--- config.mk ---
export PLATFORM = sky130hd
export DESIGN_NAME = bcm_ram
export DESIGN_NICKNAME = d
export VERILOG_FILES = /design/src/sv/binomial_coefficient_mod_prime_macros.svh /design/src/sv/bcm_ram.sv
export SDC_FILE = /design/constraint.sdc
export NUM_CORES = 1
export LEC_CHECK = 0
export BUFFER_PORTS_ARGS = -buffer_cell sky130_fd_sc_hd__buf_2
export CORE_MARGIN = 5
export CORE_UTILIZATION = 35
export CTS_CLUSTER_SIZE = 30
export DETAILED_ROUTE_END_ITERATION = 10
export PLACE_DENSITY_LB_ADDON = 0.12
export SYNTH_ARGS = -nofsm -noshare
export SYNTH_HDL_FRONTEND = slang
export SYNTH_SLANG_ARGS = --single-unit
--- constraint.sdc ---
create_clock -name clk -period 3.7 [get_ports clk]
set_clock_uncertainty 0.05 [all_clocks]
set_input_delay 0 -clock clk [delete_from_list [all_inputs] [get_ports clk]]
set_output_delay 0 -clock clk [all_outputs]
set_load 0.02 [all_outputs]
--- src/sv/binomial_coefficient_mod_prime_macros.svh ---
// ----------------------------------------------------------------------------
// Assertion macros for the binomial coefficient block
// Shared assertion helpers with clock and reset implied.
// ----------------------------------------------------------------------------
`ifndef BINOMIAL_COEFFICIENT_MOD_PRIME_MACROS_SVH
`define BINOMIAL_COEFFICIENT_MOD_PRIME_MACROS_SVH
`define BCM_ASSERT_IMPL(lbl, ante, cons) \
  lbl: assert property (@(posedge clk) disable iff (!rst_n) (ante) |-> (cons)) \
    else $error("assertion failed");
`define BCM_ASSERT_NEXT(lbl, ante, cons) \
  lbl: assert property (@(posedge clk) disable iff (!rst_n) (ante) |=> (cons)) \
    else $error("assertion failed");
`endif

--- src/sv/bcm_ram.sv ---
// ----------------------------------------------------------------------------
// Generic RAM
// One write port, one read port, registered read data.
// ----------------------------------------------------------------------------
`default_nettype none
module bcm_ram #(
  parameter int unsigned WIDTH = 8,
  parameter int unsigned DEPTH = 16
) (
  input  wire logic                     clk,
  input  wire logic                     we,
  input  wire logic [$clog2(DEPTH)-1:0] waddr,
  input  wire logic [WIDTH-1:0]         wdata,
  input  wire logic [$clog2(DEPTH)-1:0] raddr,
  output logic      [WIDTH-1:0]         rdata
);
  logic [WIDTH-1:0] mem [DEPTH];
  always_ff @(posedge clk) begin
    if (we) mem[waddr] <= wdata;
    rdata <= mem[raddr];
  end
endmodule
`default_nettype wire

==> results of run 1 <==
cell type report:
type                    instances  area, um^2  share of cell area [%]
clock buffers                  25         455                    7.57
flip-flops and latches        136        4000                    66.6
clock inverters                 7        28.8                   0.478
repair buffers                 37         235                    3.91
well taps                     184         230                    3.83
multi-input cells              83        1060                    17.7
metrics by stage:
stage,instances,utilization [%],hold slack (ns),area [um^2]
finish,472,41.5,0.0319,6020
global route,472,41.5,0.0497,6020
CTS,472,41.5,0.0201,6020
detailed placement,432,37.7,0.359,5450
global placement,432,37.7,0.354,5450
floorplan,229,-,0.0489,5150
registers in the layout (all words and copies together) (netlist names):
signal / cells
mem: 128
rdata: 8
power by group through the flow:
stage                     combinational, mW  sequential (mW)  clock [mW]
final                                 0.174             1.73        1.40
after global routing                  0.189             1.74        1.49
after CTS                             0.179             1.74        1.42
after detailed placement              0.172             1.77           0
after global placement                0.170             1.77           0
after floorplan                      0.0874             1.77           0
per-layer routing:
metal	global-route usage [%]	up-vias	share of wire (%)
met1	18.6	1250	48
met4	4.97	0	1.5
li1	-	1072	-
met2	18.9	54	45
met3	4.13	14	4.8
met5	0	-	0
critical path, delay by kind of cell:
| family | cells | cell delay (ns) |
|---|---|---|
| AOI/OAI and AO/OA | 1 | 0.27 |
| buffers and inverters | 2 | 1.00 |
| muxes | 1 | 0.52 |
| and+or+nand+nor | 1 | 0.09 |
logic make-up (layout without fill, tap and decap cells):
kind of cell           Yosys count  in the layout  synth area share (%)
DFF                            136            136                  77.8
and+or+nand+nor                 35             35                  3.18
muxes                           32             32                  15.0
AOI/OAI and AO/OA               16             16                  2.33
buffers and inverters           10             69                  1.68
worst paths after layout:
check / end / slack [ns]
setup / recovery: rdata[4] / 2.02
hold / removal: mem[4][2] / 0.03
setup reg to reg: rdata[7] / 2.23
hold reg to reg: rdata[1] / 0.61
synthesized netlist by cell type (all sizes together):
| master | count |
|---|---|
| edfxtp | 128 |
| mux4 | 32 |
| a22oi | 16 |
| nor2 | 13 |
| nand2 | 9 |
| dfxtp | 8 |
| buf | 7 |
| nor3 | 4 |
| clkdlybuf4s25 | 3 |
| nand2b | 2 |
| nand3b | 2 |
| and2 | 1 |
| and2b | 1 |
| nand3 | 1 |
| nor2b | 1 |
| or3b | 1 |
==> summary.txt, run 1 <==
Clock tree
  • Total CTS buffers: 17
  • Hold Buf Count CTS: 8
  • Clock sink total: 136
  • Clock tree buffer depth: 2
  • H-tree level count: 4
  • TritonCTS clock tree: built
  • Clk pin slew, worst setup/hold paths: 0.05 ns
  • Skew-Pair Late Insertion Delay: around 0.41 ns
  • Clock Root Buffer: clkbuf_16
  • CTS resizes: 0
  • Post-CTS Setup Bufs: 0

Synthesis
  • Seq/Total Area, Yosys: between 70% and 80%
  • Top cells by area, synth: edfxtp_1, mux4_2, mux4_1
  • Mapped Nets: roughly 250
  • Mean Syn Cell Area: ~22 um^2
  • Ys Warns: 0
  • Syn Inst Count: between 200 and 250
  • Synth top area share: between 70% and 80%
  • Distinct cells, synth: 19
  • Synth Cell Area: 5150 um^2
  • Post-synth top area cell: edfxtp_1
  • Yosys reg bits: 136

Worst setup path
  • Worst flop-to-flop path startpoint: mem[3][7]
  • Slowest CP cell: buf_2
  • Largest stage delay on the critical path: 0.72 ns
  • Worst Setup SP: raddr[0]
  • CP Cell Sequence: buf_2 > buf_4 > mux4_2 > a22oi_1 > nand2_1
  • Crit start category: primary input
  • CP required: 3.94 ns
  • CP Class: in2reg
  • R2R depth: 3
  • Worst-path maximum fanout: 29
  • Critical Path Sink Type: flop
  • Arr. time, crit path: 1.91 ns

Route
  • Routed len/inst: roughly 23 um
  • Vias/cell: 5.06
  • DR iter-0 viols: 146
  • Drt drc: 0
  • DRT Wirelength: 10700 um
  • Post-DRT Antenna Nets: 0
  • First-pass DRT Iterations: 6
  • Via count: 2390

Outcome
  • Status: completed

Hold path
  • Worst hold start: waddr[1]
  • Hold crit path type: in2reg
  • Hold depth: 2

Power
  • Pint: roughly 2.6 mW
  • Peak VDD IR: 0.313 mV
  • PwrDens: around 550 nW/um^2
  • Total power: 3.31 mW
  • Net Sw Frac: 20.4%
  • Clock Power Share: 42.3%
  • LEAKAGE: 1.98 nW
  • Comb pwr share: approximately 5.3%
  • Register share of total power: around 53%
  • Psw: 674 uW

Floorplanning
  • Starting Density: 35.6%
  • IO Count: 26
  • Die Ht: 131 um
  • Die area: 17200 um^2
  • Row cnt: 44
  • Die width: 131 um
  • Area of the core: 14500 um^2

Cells and area
  • Commonest non-fill, non-tap cells in the layout: edfxtp_1, buf_2, mux4_2, clkbuf_16, a22oi_1
  • Nets: 293
  • Commonest non-fill, non-tap cell in the layout: edfxtp_1
  • N_diodes: 0
  • Area growth, synth to finish: 16.9%
  • Ratio of cells with drive above 1 in the final layout: about a quarter
  • Fill cells: 1300

Timing
  • Fmax: roughly 600 MHz
  • Setup tns final: 0 ns
  • Fin crit period: 1.68 ns
  • Max-slew headroom: 14.6%
  • Slew @ Worst Pin: 1.27 ns
  • Final period util: 45.3%
  • Setup ws final: 2.02 ns
  • Unrepaired setup endpoints after global routing: no
  • Endpoints failing setup: 0
  • Max-slew violations: 0
  • Final Hold Fails: 0

Global route
  • Grt ovf: 0
  • Vias in the first global route: ~2600
  • First-pass GRT wire length: 16200 um
  • Initial antenna violation count: 0
  • Largest net degree at the start of global routing: 33
  • GRT Total Usage: 13.1%

Placement
  • DP Worst Slack: 1.51 ns
  • Hpwl dp: roughly 6700 um
  • GPL Wtd Cong: 0.695
  • # port buffers: 25

Job
  • Max-cap viol count: 0
(Power assumes the default switching activity.)
==> run 2, diff against run 1 <==
--- a/config.mk
+++ b/config.mk
@@ -5,6 +5,7 @@
 export SDC_FILE = /design/constraint.sdc
 export NUM_CORES = 1
 export LEC_CHECK = 0
+export ABC_AREA = 1
 export BUFFER_PORTS_ARGS = -buffer_cell sky130_fd_sc_hd__buf_2
 export CORE_MARGIN = 5
 export CORE_UTILIZATION = 35
==> constraint.sdc (replaced) <==
create_clock -name clk -period 1.6 [get_ports clk]
set_clock_uncertainty 0.05 [all_clocks]
set_input_delay 0 -clock clk [delete_from_list [all_inputs] [get_ports clk]]
set_output_delay 0 -clock clk [all_outputs]
set_load 0.02 [all_outputs]
==> run 2 against run 1 <==
  * Sequential cell count did not move
  * Count of clock-buffer cells in the layout shrank 5
  * Register-to-register slack got worse by 1.7 ns
  * Highest routed layer unchanged
  * Critical path depth grew 1
  * Combinational power rose to 3.1 times the previous value
  * Synthesized cell count rose by 140%
  * First-iteration DRC count rose by 92%
  * Hold slack improved by 0.069 ns
  * Utilization rose by 0.59 points
==> summary.txt, run 2 <==
Outcome
  • Status: completed

Synthesis
  • Yosys reg bits: 136 (unchanged)
  • Async SR Flop Fraction: 0% (unchanged)
  • Top cells by area, synth: edfxtp_1, nand2_1, nand3_1
  • Most frequent cell after synthesis: nand2_1
  • Ys Warns: 0 (unchanged)
  • Syn Inst Count: 551 (+140%)
  • Synth top area share: 66.7% (-8.0 points)
  • Distinct cells, synth: 12 (-7)
  • Post-synth top area cell: edfxtp_1
  • Mapped Nets: 569 (+130%)
  • EDFF count, synth: 128 (unchanged)
  • Ys flop type: edfxtp_1
  • Mean Syn Cell Area: 10.5 um^2 (-53%)
  • Seq/Total Area, Yosys: 69.4% (-8.4 points)
  • Commonest cells post-synth: nand2_1, edfxtp_1, inv_1, nand3_1, nor2_1
  • Synth Cell Area: 5770 um^2 (+12%)

Cells and area
  • Commonest non-fill, non-tap cell in the layout: nand2_1
  • Max FFs per register: 128 (unchanged)
  • Area growth, synth to finish: 19.5%
  • Commonest non-fill, non-tap cells in the layout: nand2_1, edfxtp_1, inv_1, nand3_1, buf_2
  • Nets: 622 (+110%)
  • Ratio of cells with drive above 1 in the final layout: 12.5% (-11 points)
  • Top Registers: mem x128, rdata x8
  • Fill cells: 1622 (+25%)
  • N_diodes: 0 (unchanged)
  • Largest Register: mem

Clock tree
  • Skew-Pair Late Insertion Delay: 0.42 ns (about the same)
  • Clock sink total: 136 (unchanged)
  • Clock Root Buffer: clkbuf_16
  • Clock tree buffer depth: 2 (unchanged)
  • Clk pin slew, worst setup/hold paths: 0.05 ns (about the same)
  • CTS resizes: 0 (unchanged)
  • Total CTS buffers: 17 (unchanged)
  • TritonCTS clock tree: built
  • Post-CTS Setup Bufs: 0 (unchanged)
  • H-tree level count: 4 (unchanged)

Placement
  • GPL Wtd Cong: 0.768 (+10%)
  • Hpwl dp: 8840 um (+32%)
  • # port buffers: 25 (unchanged)
  • DP Worst Slack: 0.321 ns (-1.19 ns)

Power
  • Psw: 1.77 mW (+160%)
  • Comb pwr share: 6.4% (+1.1 points)
  • Register share of total power: 47.2% (-5.3 points)
  • Peak VDD IR: 0.639 mV (+100%)
  • Net Sw Frac: 20.8% (+0.45 points)
  • PwrDens: 1230 nW/um^2 (+120%)
  • LEAKAGE: 2.98 nW (+50%)
  • Pint: 6.72 mW (+160%)
  • Clock Power Share: 46.4% (+4.1 points)

Floorplanning
  • Starting Density: 35.3% (-0.28 points)
  • Die width: 138 um (+5.4%)
  • Row cnt: 47 (+6.8%)
  • Die Ht: 138 um (+5.4%)
  • Area of the core: 16300 um^2 (+13%)
  • IO Count: 26 (unchanged)
  • Die area: 19100 um^2 (+11%)

Worst setup path
  • CP required: 1.85 ns (-2.09 ns)
  • Critical Path Sink Type: flop
  • Largest delay share family, worst path: simple AND/OR/NAND/NOR gates
  • CP Cell Sequence: inv_1 > nand2_1 > nand3_1 > nand3_1 > nand3_1 > nand2_1
  • Crit start category: flop
  • Critical path buffers and inverters: 1 (-1)
  • Largest stage delay on the critical path: 0.36 ns (-0.36 ns)
  • Worst-path maximum fanout: 1 (-97%)
  • CP Class: reg2reg
  • Slowest CP cell: edfxtp_1
  • Arr. time, crit path: 1.30 ns (-0.61 ns)
  • CP dominant cell by count: nand3_1

Timing
  • Max-slew headroom: 69.8% (+55 points)
  • Max-slew violations: 0 (unchanged)
  • Fin crit period: 1.05 ns
  • Fmax: about 950 MHz
  • Setup ws final: 0.547 ns (-1.48 ns)
  • Final Hold Fails: 0 (unchanged)
  • Slew @ Worst Pin: 0.453 ns (-0.818 ns)
  • Final period util: between 60 and 70%
  • Endpoints failing setup: 0 (unchanged)
  • Unrepaired setup endpoints after global routing: no
  • Setup tns final: 0 ns (unchanged)

Route
  • DRT Wirelength: 14300 um (+33%)
  • Drt drc: 0 (unchanged)
  • Routed len/inst: 17.1 um (-25%)
  • Vias/cell: 4.46 (-12%)
  • DR iter-0 viols: 281 (+92%)
  • Post-DRT Antenna Nets: 0 (unchanged)
  • First-pass DRT Iterations: 4 (-2)
  • Via count: 3730 (+56%)

Global route
  • First-pass GRT wire length: 22000 um (+36%)
  • GRT Total Usage: 15.3% (+2.2 points)
  • Grt ovf: 0 (unchanged)
  • Vias in the first global route: 3680 (+43%)
  • Largest net degree at the start of global routing: 65 (+97%)
  • Initial antenna violation count: 0 (unchanged)

Job
  • Max-cap viol count: 0 (unchanged)

Hold path
  • Hold crit path type: in2reg
run 2: changes by cell type in the layout (fill, tap and decap cells not counted), moves of 4 or more:
cell,change
nand3_1,+96
inv_1,+100
a22oi_1,-16
mux4_1,-14
bufinv_16,+4
nor2_1,+4
buf_4,+18
nand2_1,+164
mux4_2,-18
clkbuf_1,-5
run 2: worst paths after layout:
path                    from        to  slack [ns]  depth (start not counted)
setup / recovery   mem[8][1]  rdata[1]        0.55                          6
hold / removal      raddr[2]  rdata[0]        0.10                          5
hold reg to reg   mem[14][4]  rdata[4]        0.62                          6
setup reg to reg   mem[8][1]  rdata[1]        0.55                          6
run 2: stage by stage:
stage / power (mW) / utilization [%] / instances / area (um^2) / hold slack (ns)
6_report: 8.49 / 42.1 / 837 / 6890 / 0.101
5_1_grt: 8.79 / 42.1 / 837 / 6890 / 0.123
4_1_cts: 8.59 / 42.1 / 837 / 6890 / 0.0907
3_5_place_dp: 4.62 / 38.0 / 796 / 6210 / 0.332
3_3_place_gp: 4.62 / 38.0 / 796 / 6210 / 0.351
2_1_floorplan: 4.39 / - / 551 / 5770 / 0.0489
run 2: cell type report:
| type | instances | area (um^2) | area share, % |
|---|---|---|---|
| Tap cell | 220 | 275 | 4.00 |
| Clock buffer | 20 | 437 | 6.34 |
| Sequential cell | 136 | 4000 | 58.1 |
| Timing Repair Buffer | 58 | 420 | 6.10 |
| Multi-Input combinational cell | 289 | 1210 | 17.6 |
| Clock inverter | 12 | 156 | 2.27 |
| Inverter | 102 | 383 | 5.56 |
run 2: cells by family (layout without fill, tap and decap cells):
| group | Yosys count | count (layout) | synth area share [%] |
|---|---|---|---|
| flops | 136 | 136 | 69.4 |
| simple gates | 289 | 289 | 21.0 |
| buf+inv | 126 | 192 | 9.52 |
run 2: routing by layer:
| layer | vias up | GRT usage, % | routed length [um] |
|---|---|---|---|
| li1 | 1879 | - | - |
| met1 | 1753 | 21.2 | 6810 |
| met2 | 79 | 23.5 | 6580 |
| met3 | 19 | 3.63 | 672 |
| met4 | 0 | 5.82 | 256 |
| met5 | - | 0 | 0 |
run 2: worst reg2reg max path, stage by stage (launching register included):
cell and delay, ns:
edfxtp_1 0.36, inv_1 0.06, nand2_1 0.05, nand3_1 0.08, nand3_1 0.09, nand3_1 0.17, nand2_1 0.08
run 2: power groups by stage:
stage	Combinational [mW]	Clock [mW]	Sequential, mW
4_1_cts	0.552	4.02	4.01
5_1_grt	0.601	4.17	4.02
3_5_place_dp	0.535	0	4.08
2_1_floorplan	0.281	0	4.11
3_3_place_gp	0.534	0	4.08
6_report	0.541	3.94	4.01
run 2: repair_timing:
action                                 CTS  global route
hold buffers                             9             0
endpoints found under the hold margin  129             0
setup endpoints to repair                0             0
